File: src/rtl/core/vrt_pkg.sv
package vrt_pkg;

   // parametric t: unsigned Q16.32 in 48 bits
   localparam int T_BITS = 48;
   localparam int T_FRAC = 32;
   localparam logic [T_BITS-1:0] T_ALL = {T_BITS{1'b1}};
   localparam logic [T_BITS-1:0] T_ONE = T_BITS'(1) << T_FRAC;

   localparam int NUM_AXES = 3;
   localparam int CNT_W = 7;
   localparam logic [CNT_W-1:0] CSR_RESET = 7'd64;

   // division ops: axis = op / 2, odd op is the first-boundary t, even the step t
   localparam int OP_W = 3;
   localparam logic [OP_W-1:0] OP_FIRST = 3'd0;
   localparam logic [OP_W-1:0] OP_END = 3'd6;

   typedef enum logic [2:0] {
      ST_IDLE,
      ST_DIFF,
      ST_PREP,
      ST_DIV_SET,
      ST_DIV_RUN,
      ST_LOAD,
      ST_SEND,
      ST_STEP
   } vrt_state_type;

   typedef struct packed {
      logic            load;
      logic            diff;
      logic            prep;
      logic            div_load;
      logic            div_step;
      logic            div_store;
      logic            out_load;
      logic            step;
      logic [OP_W-1:0] op;
   } vrt_cmd_type;

   typedef struct packed {
      logic [NUM_AXES-1:0] moving;
      logic                div_done;
      logic                out_last;
   } vrt_stat_type;

endpackage

File: src/rtl/core/vrt_if.sv
interface vrt_req_if #(
   parameter int COORD_W = 40
);
   logic               valid;
   logic               ready;
   logic [COORD_W-1:0] start_x;
   logic [COORD_W-1:0] start_y;
   logic [COORD_W-1:0] start_z;
   logic [COORD_W-1:0] end_x;
   logic [COORD_W-1:0] end_y;
   logic [COORD_W-1:0] end_z;

   modport source (output valid, start_x, start_y, start_z, end_x, end_y, end_z,
                   input ready);
   modport sink (input valid, start_x, start_y, start_z, end_x, end_y, end_z,
                 output ready);
endinterface

interface vrt_rsp_if #(
   parameter int CELL_W = 24
);
   logic              valid;
   logic              ready;
   logic [CELL_W-1:0] cell_x;
   logic [CELL_W-1:0] cell_y;
   logic [CELL_W-1:0] cell_z;
   logic              last;
   logic              truncated;
   logic              degenerate;

   modport source (output valid, cell_x, cell_y, cell_z, last, truncated, degenerate,
                   input ready);
   modport sink (input valid, cell_x, cell_y, cell_z, last, truncated, degenerate,
                 output ready);
endinterface

File: src/rtl/core/vrt_ctrl.sv
module vrt_ctrl (
   input  logic                  clock,
   input  logic                  reset,
   input  logic                  req_valid,
   output logic                  req_ready,
   output logic                  rsp_valid,
   input  logic                  rsp_ready,
   input  vrt_pkg::vrt_stat_type stat,
   output vrt_pkg::vrt_cmd_type  cmd
);
   import vrt_pkg::*;

   vrt_state_type   state_ff, state_in;
   logic [OP_W-1:0] op_ff, op_in;
   logic [1:0]      op_axis;

   assign op_axis = op_ff[2:1];

   always_ff @(posedge clock) begin
      if (reset) begin
         state_ff <= ST_IDLE;
         op_ff    <= OP_FIRST;
      end else begin
         state_ff <= state_in;
         op_ff    <= op_in;
      end
   end

   // next state
   always_comb begin
      state_in = state_ff;
      op_in    = op_ff;
      case (state_ff)
         ST_IDLE: begin
            if (req_valid) state_in = ST_DIFF;
         end
         ST_DIFF: state_in = ST_PREP;
         // moving flags land at the end of this cycle; DIV_SET skips still axes
         ST_PREP: begin
            op_in = OP_FIRST;
            state_in = ST_DIV_SET;
         end
         ST_DIV_SET: begin
            if (op_ff == OP_END) state_in = ST_LOAD;
            else if (stat.moving[op_axis]) state_in = ST_DIV_RUN;
            else op_in = op_ff + 3'd1;
         end
         ST_DIV_RUN: begin
            if (stat.div_done) begin
               state_in = ST_DIV_SET;
               op_in = op_ff + 3'd1;
            end
         end
         ST_LOAD: state_in = ST_SEND;
         ST_SEND: begin
            if (rsp_ready) state_in = stat.out_last ? ST_IDLE : ST_STEP;
         end
         ST_STEP: state_in = ST_LOAD;
         default: state_in = ST_IDLE;
      endcase
   end

   // outputs
   always_comb begin
      cmd = '0;
      cmd.op = op_ff;
      req_ready = 1'b0;
      rsp_valid = 1'b0;
      case (state_ff)
         ST_IDLE: begin
            req_ready = 1'b1;
            cmd.load = req_valid;
         end
         ST_DIFF: cmd.diff = 1'b1;
         ST_PREP: cmd.prep = 1'b1;
         ST_DIV_SET: begin
            cmd.div_load = (op_ff != OP_END) && stat.moving[op_axis];
         end
         ST_DIV_RUN: begin
            cmd.div_step  = !stat.div_done;
            cmd.div_store = stat.div_done;
         end
         ST_LOAD: cmd.out_load = 1'b1;
         ST_SEND: rsp_valid = 1'b1;
         ST_STEP: cmd.step = 1'b1;
         default: cmd = '0;
      endcase
   end

endmodule

File: src/rtl/core/vrt_dp.sv
module vrt_dp #(
   parameter int MAX_CELLS = 64,
   parameter int INT_BITS  = 24,
   parameter int FRAC_BITS = 16
) (
   input  logic                                           clock,
   input  logic                                           reset,
   input  vrt_pkg::vrt_cmd_type                           cmd,
   output vrt_pkg::vrt_stat_type                          stat,
   input  logic                                           csr_wr_en,
   input  logic [vrt_pkg::CNT_W-1:0]                      csr_wr_data,
   input  logic [vrt_pkg::NUM_AXES-1:0][INT_BITS+FRAC_BITS-1:0] start_pt,
   input  logic [vrt_pkg::NUM_AXES-1:0][INT_BITS+FRAC_BITS-1:0] end_pt,
   output logic [vrt_pkg::NUM_AXES-1:0][INT_BITS-1:0]     out_cell,
   output logic                                           out_last,
   output logic                                           out_trunc,
   output logic                                           out_degen
);
   import vrt_pkg::*;

   localparam int CW   = INT_BITS + FRAC_BITS;
   localparam int AW   = CW + 1;                 // diffs, pushed start, |dir|
   localparam int NW   = FRAC_BITS + T_FRAC + 1; // dividend / quotient
   localparam int DCW  = $clog2(NW + 1);
   localparam logic [NW-1:0] STEP_DVD = NW'(1) << (FRAC_BITS + T_FRAC);
   localparam logic [DCW-1:0] DIV_LEN = DCW'(NW);
   localparam logic [FRAC_BITS:0] CELL_ONE = (FRAC_BITS+1)'(1) << FRAC_BITS;

   logic [CNT_W-1:0] max_cells_ff;
   logic [CNT_W-1:0] cap_ff, cap_in;
   logic [CNT_W-1:0] n_ff;

   logic [NUM_AXES-1:0][CW-1:0]       s_ff, e_ff;
   logic [NUM_AXES-1:0][AW-1:0]       d_ff, sp_ff, adir_ff;
   logic [NUM_AXES-1:0]               up_ff, mov_ff;
   logic [NUM_AXES-1:0][INT_BITS-1:0] cell_ff;
   logic [NUM_AXES-1:0][T_BITS-1:0]   tn_ff, ts_ff;
   logic                              degen_ff;

   // shared restoring divider
   logic [NW-1:0]  dvd_ff, q_ff;
   logic [AW-1:0]  rem_ff, dsr_ff;
   logic [DCW-1:0] dcnt_ff;
   logic [AW:0]    trial;
   logic           q_bit;
   logic [NW+T_BITS-1:0] q_wide;
   logic [T_BITS-1:0]    q_sat;

   logic [1:0]     op_axis;
   logic [FRAC_BITS:0] fr, bnd_dist;

   // walk step
   logic [1:0]      ax;
   logic [T_BITS:0] tsum;
   logic            pending;

   assign op_axis = cmd.op[2:1];

   always_comb begin
      fr = {1'b0, sp_ff[op_axis][FRAC_BITS-1:0]};
      bnd_dist = up_ff[op_axis] ? (CELL_ONE - fr) : fr;
   end

   assign trial  = {rem_ff, dvd_ff[NW-1]};
   assign q_bit  = trial >= {1'b0, dsr_ff};
   assign q_wide = {{T_BITS{1'b0}}, q_ff};
   assign q_sat  = (|q_wide[NW+T_BITS-1:T_BITS]) ? T_ALL : q_wide[T_BITS-1:0];

   always_comb begin
      if (tn_ff[0] < tn_ff[1]) ax = (tn_ff[0] < tn_ff[2]) ? 2'd0 : 2'd2;
      else ax = (tn_ff[1] < tn_ff[2]) ? 2'd1 : 2'd2;
   end
   assign tsum = {1'b0, tn_ff[ax]} + {1'b0, ts_ff[ax]};
   assign pending = (tn_ff[0] <= T_ONE) || (tn_ff[1] <= T_ONE) || (tn_ff[2] <= T_ONE);

   always_comb begin
      if (max_cells_ff == '0) cap_in = CNT_W'(1);
      else if (max_cells_ff > CNT_W'(MAX_CELLS)) cap_in = CNT_W'(MAX_CELLS);
      else cap_in = max_cells_ff;
   end

   always_ff @(posedge clock) begin
      if (reset) max_cells_ff <= CSR_RESET;
      else if (csr_wr_en) max_cells_ff <= csr_wr_data;
   end

   always_ff @(posedge clock) begin
      if (cmd.load) begin
         s_ff <= start_pt;
         e_ff <= end_pt;
      end
      if (cmd.diff) begin
         for (int a = 0; a < NUM_AXES; a++) begin
            d_ff[a] <= {e_ff[a][CW-1], e_ff[a]} - {s_ff[a][CW-1], s_ff[a]};
         end
      end
      if (cmd.prep) begin
         for (int a = 0; a < NUM_AXES; a++) begin
            logic up, dn;
            logic [AW-1:0] sgv, spv;
            up = !d_ff[a][AW-1] && (d_ff[a] != '0);
            dn = d_ff[a][AW-1];
            sgv = up ? AW'(1) : (dn ? {AW{1'b1}} : '0);
            spv = {s_ff[a][CW-1], s_ff[a]} - sgv;
            up_ff[a]   <= up;
            mov_ff[a]  <= up | dn;
            sp_ff[a]   <= spv;
            adir_ff[a] <= dn ? (~d_ff[a] + AW'(3)) : (d_ff[a] + AW'(2));
            cell_ff[a] <= spv[FRAC_BITS +: INT_BITS];
            tn_ff[a]   <= T_ALL;
            ts_ff[a]   <= T_ALL;
         end
         degen_ff <= (d_ff[0] == '0) && (d_ff[1] == '0) && (d_ff[2] == '0);
         n_ff     <= CNT_W'(1);
         cap_ff   <= cap_in;
      end
      if (cmd.div_load) begin
         dvd_ff  <= cmd.op[0] ? (NW'(bnd_dist) << T_FRAC) : STEP_DVD;
         dsr_ff  <= adir_ff[op_axis];
         rem_ff  <= '0;
         q_ff    <= '0;
         dcnt_ff <= '0;
      end
      if (cmd.div_step) begin
         rem_ff  <= q_bit ? AW'(trial - {1'b0, dsr_ff}) : trial[AW-1:0];
         q_ff    <= {q_ff[NW-2:0], q_bit};
         dvd_ff  <= {dvd_ff[NW-2:0], 1'b0};
         dcnt_ff <= dcnt_ff + DCW'(1);
      end
      if (cmd.div_store) begin
         if (cmd.op[0]) tn_ff[op_axis] <= q_sat;
         else ts_ff[op_axis] <= q_sat;
      end
      if (cmd.step) begin
         cell_ff[ax] <= up_ff[ax] ? (cell_ff[ax] + INT_BITS'(1))
                                  : (cell_ff[ax] - INT_BITS'(1));
         tn_ff[ax]   <= tsum[T_BITS] ? T_ALL : tsum[T_BITS-1:0];
         n_ff        <= n_ff + CNT_W'(1);
      end
      if (cmd.out_load) begin
         out_cell  <= cell_ff;
         out_last  <= !pending || (n_ff >= cap_ff);
         out_trunc <= pending && (n_ff >= cap_ff);
         out_degen <= degen_ff;
      end
   end

   assign stat.moving   = mov_ff;
   assign stat.div_done = (dcnt_ff == DIV_LEN);
   assign stat.out_last = out_last;

endmodule

File: src/rtl/core/voxel_ray_traversal_core.sv
// Channel  Dir  Handshake    Payload
// req_     in   valid/ready  start_x/y/z, end_x/y/z (signed Q24.16)
// rsp_     out  valid/ready  cell_x/y/z, last, truncated, degenerate
// csr_     in   wr_en only   max_cells (7 bits)
//
// One ray at a time. Setup (diff, prep) comes first, then each moving axis
// runs two bit-serial divisions on the shared divider; a still axis skips
// its divisions. Each cell then passes through load, transfer and step,
// and the transfer waits out any response stall.
// Reset is synchronous; max_cells returns to 64. A stalled response holds
// its register and the walk waits; req_ready is high only while idle.
module voxel_ray_traversal_core #(
   parameter int MAX_CELLS = 64,
   parameter int INT_BITS  = 24,
   parameter int FRAC_BITS = 16
) (
   input  logic                        clock,
   input  logic                        reset,
   vrt_req_if.sink                     req_chan,
   vrt_rsp_if.source                   rsp_chan,
   input  logic                        csr_wr_en,
   input  logic [vrt_pkg::CNT_W-1:0]   csr_wr_data
);
   import vrt_pkg::*;

   localparam int CW = INT_BITS + FRAC_BITS;

   vrt_cmd_type  cmd;
   vrt_stat_type stat;

   logic [NUM_AXES-1:0][CW-1:0]       start_pt, end_pt;
   logic [NUM_AXES-1:0][INT_BITS-1:0] out_cell;

   assign start_pt = {req_chan.start_z, req_chan.start_y, req_chan.start_x};
   assign end_pt   = {req_chan.end_z, req_chan.end_y, req_chan.end_x};

   // sequencer: setup, divisions per axis, then one cell per transfer
   vrt_ctrl u_ctrl (
      .clock     (clock),
      .reset     (reset),
      .req_valid (req_chan.valid),
      .req_ready (req_chan.ready),
      .rsp_valid (rsp_chan.valid),
      .rsp_ready (rsp_chan.ready),
      .stat      (stat),
      .cmd       (cmd)
   );

   // push-out, t setup divider, walk registers and output register
   vrt_dp #(
      .MAX_CELLS (MAX_CELLS),
      .INT_BITS  (INT_BITS),
      .FRAC_BITS (FRAC_BITS)
   ) u_dp (
      .clock       (clock),
      .reset       (reset),
      .cmd         (cmd),
      .stat        (stat),
      .csr_wr_en   (csr_wr_en),
      .csr_wr_data (csr_wr_data),
      .start_pt    (start_pt),
      .end_pt      (end_pt),
      .out_cell    (out_cell),
      .out_last    (rsp_chan.last),
      .out_trunc   (rsp_chan.truncated),
      .out_degen   (rsp_chan.degenerate)
   );

   assign rsp_chan.cell_x = out_cell[0];
   assign rsp_chan.cell_y = out_cell[1];
   assign rsp_chan.cell_z = out_cell[2];

endmodule

File: src/flat_wrapper.sv
// flat-port wrapper written by rule: the top's interface ports become plain ports
module voxel_ray_traversal_core_flat import vrt_pkg::*;
#(
   parameter int MAX_CELLS = 64,
   parameter int INT_BITS  = 24,
   parameter int FRAC_BITS = 16
)
  (clock, reset, csr_wr_en, csr_wr_data, req_chan_valid, req_chan_start_x, req_chan_start_y, req_chan_start_z, req_chan_end_x, req_chan_end_y, req_chan_end_z, req_chan_ready, rsp_chan_valid, rsp_chan_cell_x, rsp_chan_cell_y, rsp_chan_cell_z, rsp_chan_last, rsp_chan_truncated, rsp_chan_degenerate, rsp_chan_ready);
  vrt_req_if #(.COORD_W((40))) req_chan_i ();
  vrt_rsp_if #(.CELL_W((24))) rsp_chan_i ();
  input  logic clock;
  input  logic reset;
  input  logic csr_wr_en;
  input  logic [vrt_pkg::CNT_W-1:0] csr_wr_data;
  input wire logic [$bits(req_chan_i.valid)-1:0] req_chan_valid;
  input wire logic [$bits(req_chan_i.start_x)-1:0] req_chan_start_x;
  input wire logic [$bits(req_chan_i.start_y)-1:0] req_chan_start_y;
  input wire logic [$bits(req_chan_i.start_z)-1:0] req_chan_start_z;
  input wire logic [$bits(req_chan_i.end_x)-1:0] req_chan_end_x;
  input wire logic [$bits(req_chan_i.end_y)-1:0] req_chan_end_y;
  input wire logic [$bits(req_chan_i.end_z)-1:0] req_chan_end_z;
  output wire logic [$bits(req_chan_i.ready)-1:0] req_chan_ready;
  output wire logic [$bits(rsp_chan_i.valid)-1:0] rsp_chan_valid;
  output wire logic [$bits(rsp_chan_i.cell_x)-1:0] rsp_chan_cell_x;
  output wire logic [$bits(rsp_chan_i.cell_y)-1:0] rsp_chan_cell_y;
  output wire logic [$bits(rsp_chan_i.cell_z)-1:0] rsp_chan_cell_z;
  output wire logic [$bits(rsp_chan_i.last)-1:0] rsp_chan_last;
  output wire logic [$bits(rsp_chan_i.truncated)-1:0] rsp_chan_truncated;
  output wire logic [$bits(rsp_chan_i.degenerate)-1:0] rsp_chan_degenerate;
  input wire logic [$bits(rsp_chan_i.ready)-1:0] rsp_chan_ready;
  assign req_chan_i.valid = req_chan_valid;
  assign req_chan_i.start_x = req_chan_start_x;
  assign req_chan_i.start_y = req_chan_start_y;
  assign req_chan_i.start_z = req_chan_start_z;
  assign req_chan_i.end_x = req_chan_end_x;
  assign req_chan_i.end_y = req_chan_end_y;
  assign req_chan_i.end_z = req_chan_end_z;
  assign req_chan_ready = req_chan_i.ready;
  assign rsp_chan_valid = rsp_chan_i.valid;
  assign rsp_chan_cell_x = rsp_chan_i.cell_x;
  assign rsp_chan_cell_y = rsp_chan_i.cell_y;
  assign rsp_chan_cell_z = rsp_chan_i.cell_z;
  assign rsp_chan_last = rsp_chan_i.last;
  assign rsp_chan_truncated = rsp_chan_i.truncated;
  assign rsp_chan_degenerate = rsp_chan_i.degenerate;
  assign rsp_chan_i.ready = rsp_chan_ready;
  voxel_ray_traversal_core #(.MAX_CELLS(MAX_CELLS), .INT_BITS(INT_BITS), .FRAC_BITS(FRAC_BITS)) u_core (.clock(clock), .reset(reset), .req_chan(req_chan_i), .rsp_chan(rsp_chan_i), .csr_wr_en(csr_wr_en), .csr_wr_data(csr_wr_data));
endmodule
File: config.mk
export PLATFORM = sky130hd
export DESIGN_NAME = voxel_ray_traversal_core_flat
export DESIGN_NICKNAME = d
export VERILOG_FILES = /design/src/rtl/core/vrt_pkg.sv /design/src/rtl/core/vrt_if.sv /design/src/rtl/core/vrt_ctrl.sv /design/src/rtl/core/vrt_dp.sv /design/src/rtl/core/voxel_ray_traversal_core.sv /design/src/flat_wrapper.sv
export SDC_FILE = /design/constraint.sdc
export NUM_CORES = 2
export LEC_CHECK = 0
export BUFFER_PORTS_ARGS = -buffer_cell sky130_fd_sc_hd__buf_2
export CAP_MARGIN = 10
export CORE_AREA = 10 10 366 368
export CTS_CLUSTER_SIZE = 14
export DETAILED_ROUTE_END_ITERATION = 16
export DIE_AREA = 0 0 376 378
export PLACE_DENSITY = 0.75
export RECOVER_POWER = 50
export SYNTH_ARGS = -nofsm -noshare
export SYNTH_HDL_FRONTEND = slang
export SYNTH_HIERARCHICAL = 1
export SYNTH_SLANG_ARGS = --single-unit
File: constraint.sdc
create_clock -name clock -period 16.48 [get_ports clock]
set_input_delay 2.472 -clock clock [delete_from_list [all_inputs] [get_ports clock]]
set_output_delay 2.472 -clock clock [all_outputs]
set_load 0.05 [all_outputs]
==> reports/metrics.yaml <==
sta:
  setup_violations: 0
  setup_tns_ns: 0
  worst-slew-pin-transition_ns: 9.57
  slew_headroom_pct: -538
  period_share_pct: 52.4
  fin_worst_skew_ns: 0.0419
  max_freq_mhz: 116
  rsz0062_at_grt: "no"
  hold_viol: 0
  slew_violations: 1211
  min_period_ns: 8.64
floorplan:
  initial_core_util_pct: 54.6
  die_x_um: 376
  dieArea_sq_um: 142000
  rows: 131
  coreArea_sq_um: 127000
  pin_count: 329
  fp.dieH_um: 378
grt:
  gr-max-usage-layer: "met2"
  track_usage_pct: 29.3
  grt.met2_usage_pct: 46.9
  use_met1_pct: 39.7
  gr-usage-met3_pct: 5.77
  grt_max_degree: 175
  antenna_found_initial: 10
  grt_pass1_wl_um: 326000
  overflow: 0
  grt_pass1_vias: 54700
clock_tree:
  post_cts_buffers: 0
  cts-root-buf: "clkbuf_16"
  cts_buffers: 131
  post_cts_resized: 0
  cts.sinks: 1157
  ctsLongestPathBuffers: 3
  clock_latency_ns: 0.79
  holdBufCountCts: 0
  clkTransAtPathRegs_ns: 0.06
  cts_tree: "done"
  cts_max_level: 4
critical_path:
  path_max_fanout: 174
  slowest_stage: "clkbuf_1"
  path_class: "register to register"
  crit_end: "u_core/u_dp/cell_ff[25]"
  reg2reg_setup_slack_ns: 7.84
  r2r_cells: 4
  endpoint_kind: "register"
  critPathLaunch: "u_core/u_ctrl/state_ff[1]"
  crit_chain: "nor3b_1 > clkbuf_1 > nand2_1 > a21oi_1"
  r2r-start: "u_core/u_ctrl/state_ff[1]"
  arrival_ns: 9.32
  crit_required_ns: 17.16
  startpoint_type: "register"
  crit_path_max_incr_delay_ns: 6.59
  rr_endpoint: "u_core/u_dp/cell_ff[25]"
route:
  ant_nets: 0
  vias: 57800
  drtPass1Iterations: 8
  drc_errors: 0
  routed_via_density: 6.31
  wl_um: 216000
  drt_iter0_drc: 5874
  routedWlPerCell_um: 23.6
logic_synthesis:
  netlist_instances: 7197
  syn_nets: 7975
  synth_top_area_share_pct: 34.0
  yosys-top-cells-area: "edfxtp_1 (34%), dfxtp_1 (11%), ha_1 (9.4%), a21oi_1 (4.8%), o21ai_0 (3.4%)"
  ys_seq_elements: 1157
  ys_types: 98
  ys_seq_area_share_pct: 44.8
  synth_most_common_cell: "edfxtp_1"
  synth_commonest_cells: "edfxtp_1 (784), a21oi_1 (667), nand2_1 (593)"
  ys_async_sr_fraction_pct: 0
  syn_avg_cell_area_sq_um: 9.61
  synth_ff_type: "edfxtp_1"
  syn_area_sq_um: 69100
  synth_top_area_cell: "edfxtp_1"
  synth_edf_count: 784
  yosysWarningCount: 6
final_layout:
  fin_area_sq_um: 76400
  layout.nets: 8178
  drive_above_1_share_pct: 8.57
  multiInputGateArea_sq_um: 35400
  n_fill_cell: 10500
  regArea_sq_um: 31000
  n_antenna_cell: 0
  syn_to_final_growth_pct: 10.4
worst_hold_path:
  hold_path.class: "register to register"
flow_run:
  cap_violations: 19
placed_design:
  numPortBuffers: 328
  placed_cell_area_sq_um: 72200
  place_hpwl_um: 159000
  place.gp.congestion: 1.00
run_status:
  violations: "capacitance limit, slew limit"
  outcome: "finished, violations left"
cells by family after synthesis:
logic type / synth area share, %
AO/OA/AOI/OAI: 19.7
buffers and inverters: 4.06
multiplexers: 1.69
adder cells (fa/ha/maj): 9.62
AND/OR/NAND/NOR: 14.9
flip-flops: 44.8
XOR/XNOR: 5.27
final cells by class:
type                    instances  area share, %
clock buffers                 168           4.74
clock inverters                69          0.868
inverters                     420           2.06
multi-input cells            5302           46.4
flip-flops and latches       1157           40.6
well taps                    1662           2.72
repair buffers                388           2.60
layout by cell type (no fill, tap or decap), types with 70 or more instances in the layout:
master,n
xor2_1,151
nand2b_1,70
clkbuf_16,138
a21oi_1,667
inv_1,416
nor2b_1,102
a211oi_1,80
a21o_1,251
nand3_1,136
dfxtp_1,371
nand2_1,589
nor2_1,462
buf_2,299
nand4_1,80
ha_1,517
o311ai_0,125
xnor2_1,263
o21ai_0,477
a22oi_1,93
nor3_1,276
mux2i_1,113
edfxtp_1,784
metal layers:
metal  vias up  wire (um)
met3       444      21600
met4         4       7940
met2      2743      97300
met1     27600      89600
li1      27100          -
met5         -         26
registers in the layout, summed over array words and instances (netlist names), 7 cells and up:
signal and flops:
u_core/u_dp/n_ff 7, u_core/u_dp/cell_ff 72, u_core/u_dp/s_ff 120, u_core/u_dp/max_cells_ff 7, u_core/u_dp/out_cell 72, u_core/u_dp/d_ff 123
u_core/u_dp/adir_ff 123, u_core/u_dp/q_ff 49, u_core/u_dp/e_ff 120, u_core/u_dp/cap_ff 7, u_core/u_dp/dvd_ff 17, u_core/u_dp/ts_ff 144
u_core/u_dp/rem_ff 41, u_core/u_dp/dsr_ff 41, u_core/u_dp/tn_ff 144, u_core/u_dp/sp_ff 48
critical path: cells and delay by family (launching register included):
kind                   cells  cell delay (ns)
and+or+nand+nor            2             0.75
DFF                        1             0.64
AOI/OAI and AO/OA          1             0.39
buffers and inverters      1             6.59
worst min-delay path by stage:
stage / start / endpoint / slack (ns) / depth (start not counted)
after floorplan: u_core/u_dp/degen_ff / u_core/u_dp/out_degen / 0.40 / 0
after global placement: u_core/u_dp/degen_ff / u_core/u_dp/out_degen / 0.40 / 0
after detailed placement: u_core/u_dp/degen_ff / u_core/u_dp/out_degen / 0.42 / 0
after CTS: u_core/u_dp/degen_ff / u_core/u_dp/out_degen / 0.44 / 0
after global routing: u_core/u_dp/degen_ff / u_core/u_dp/out_degen / 0.44 / 0
final: u_core/u_dp/degen_ff / u_core/u_dp/out_degen / 0.43 / 0
metrics by stage:
step | util, % | std cells | worst slack [ns] | hold slack, ns
2_1_floorplan | - | 7197 | 0.498 | 0.400
3_3_place_gp | 57.0 | 8929 | 8.52 | 0.404
3_5_place_dp | 57.0 | 8929 | 8.45 | 0.420
4_1_cts | 60.4 | 9166 | 8.39 | 0.439
5_1_grt | 60.3 | 9166 | 6.78 | 0.445
6_report | 60.3 | 9166 | 7.84 | 0.432
Power is left out: the tool's default activity adds up to more than one toggle a clock period on the data nets, which glitch-free logic cannot reach.
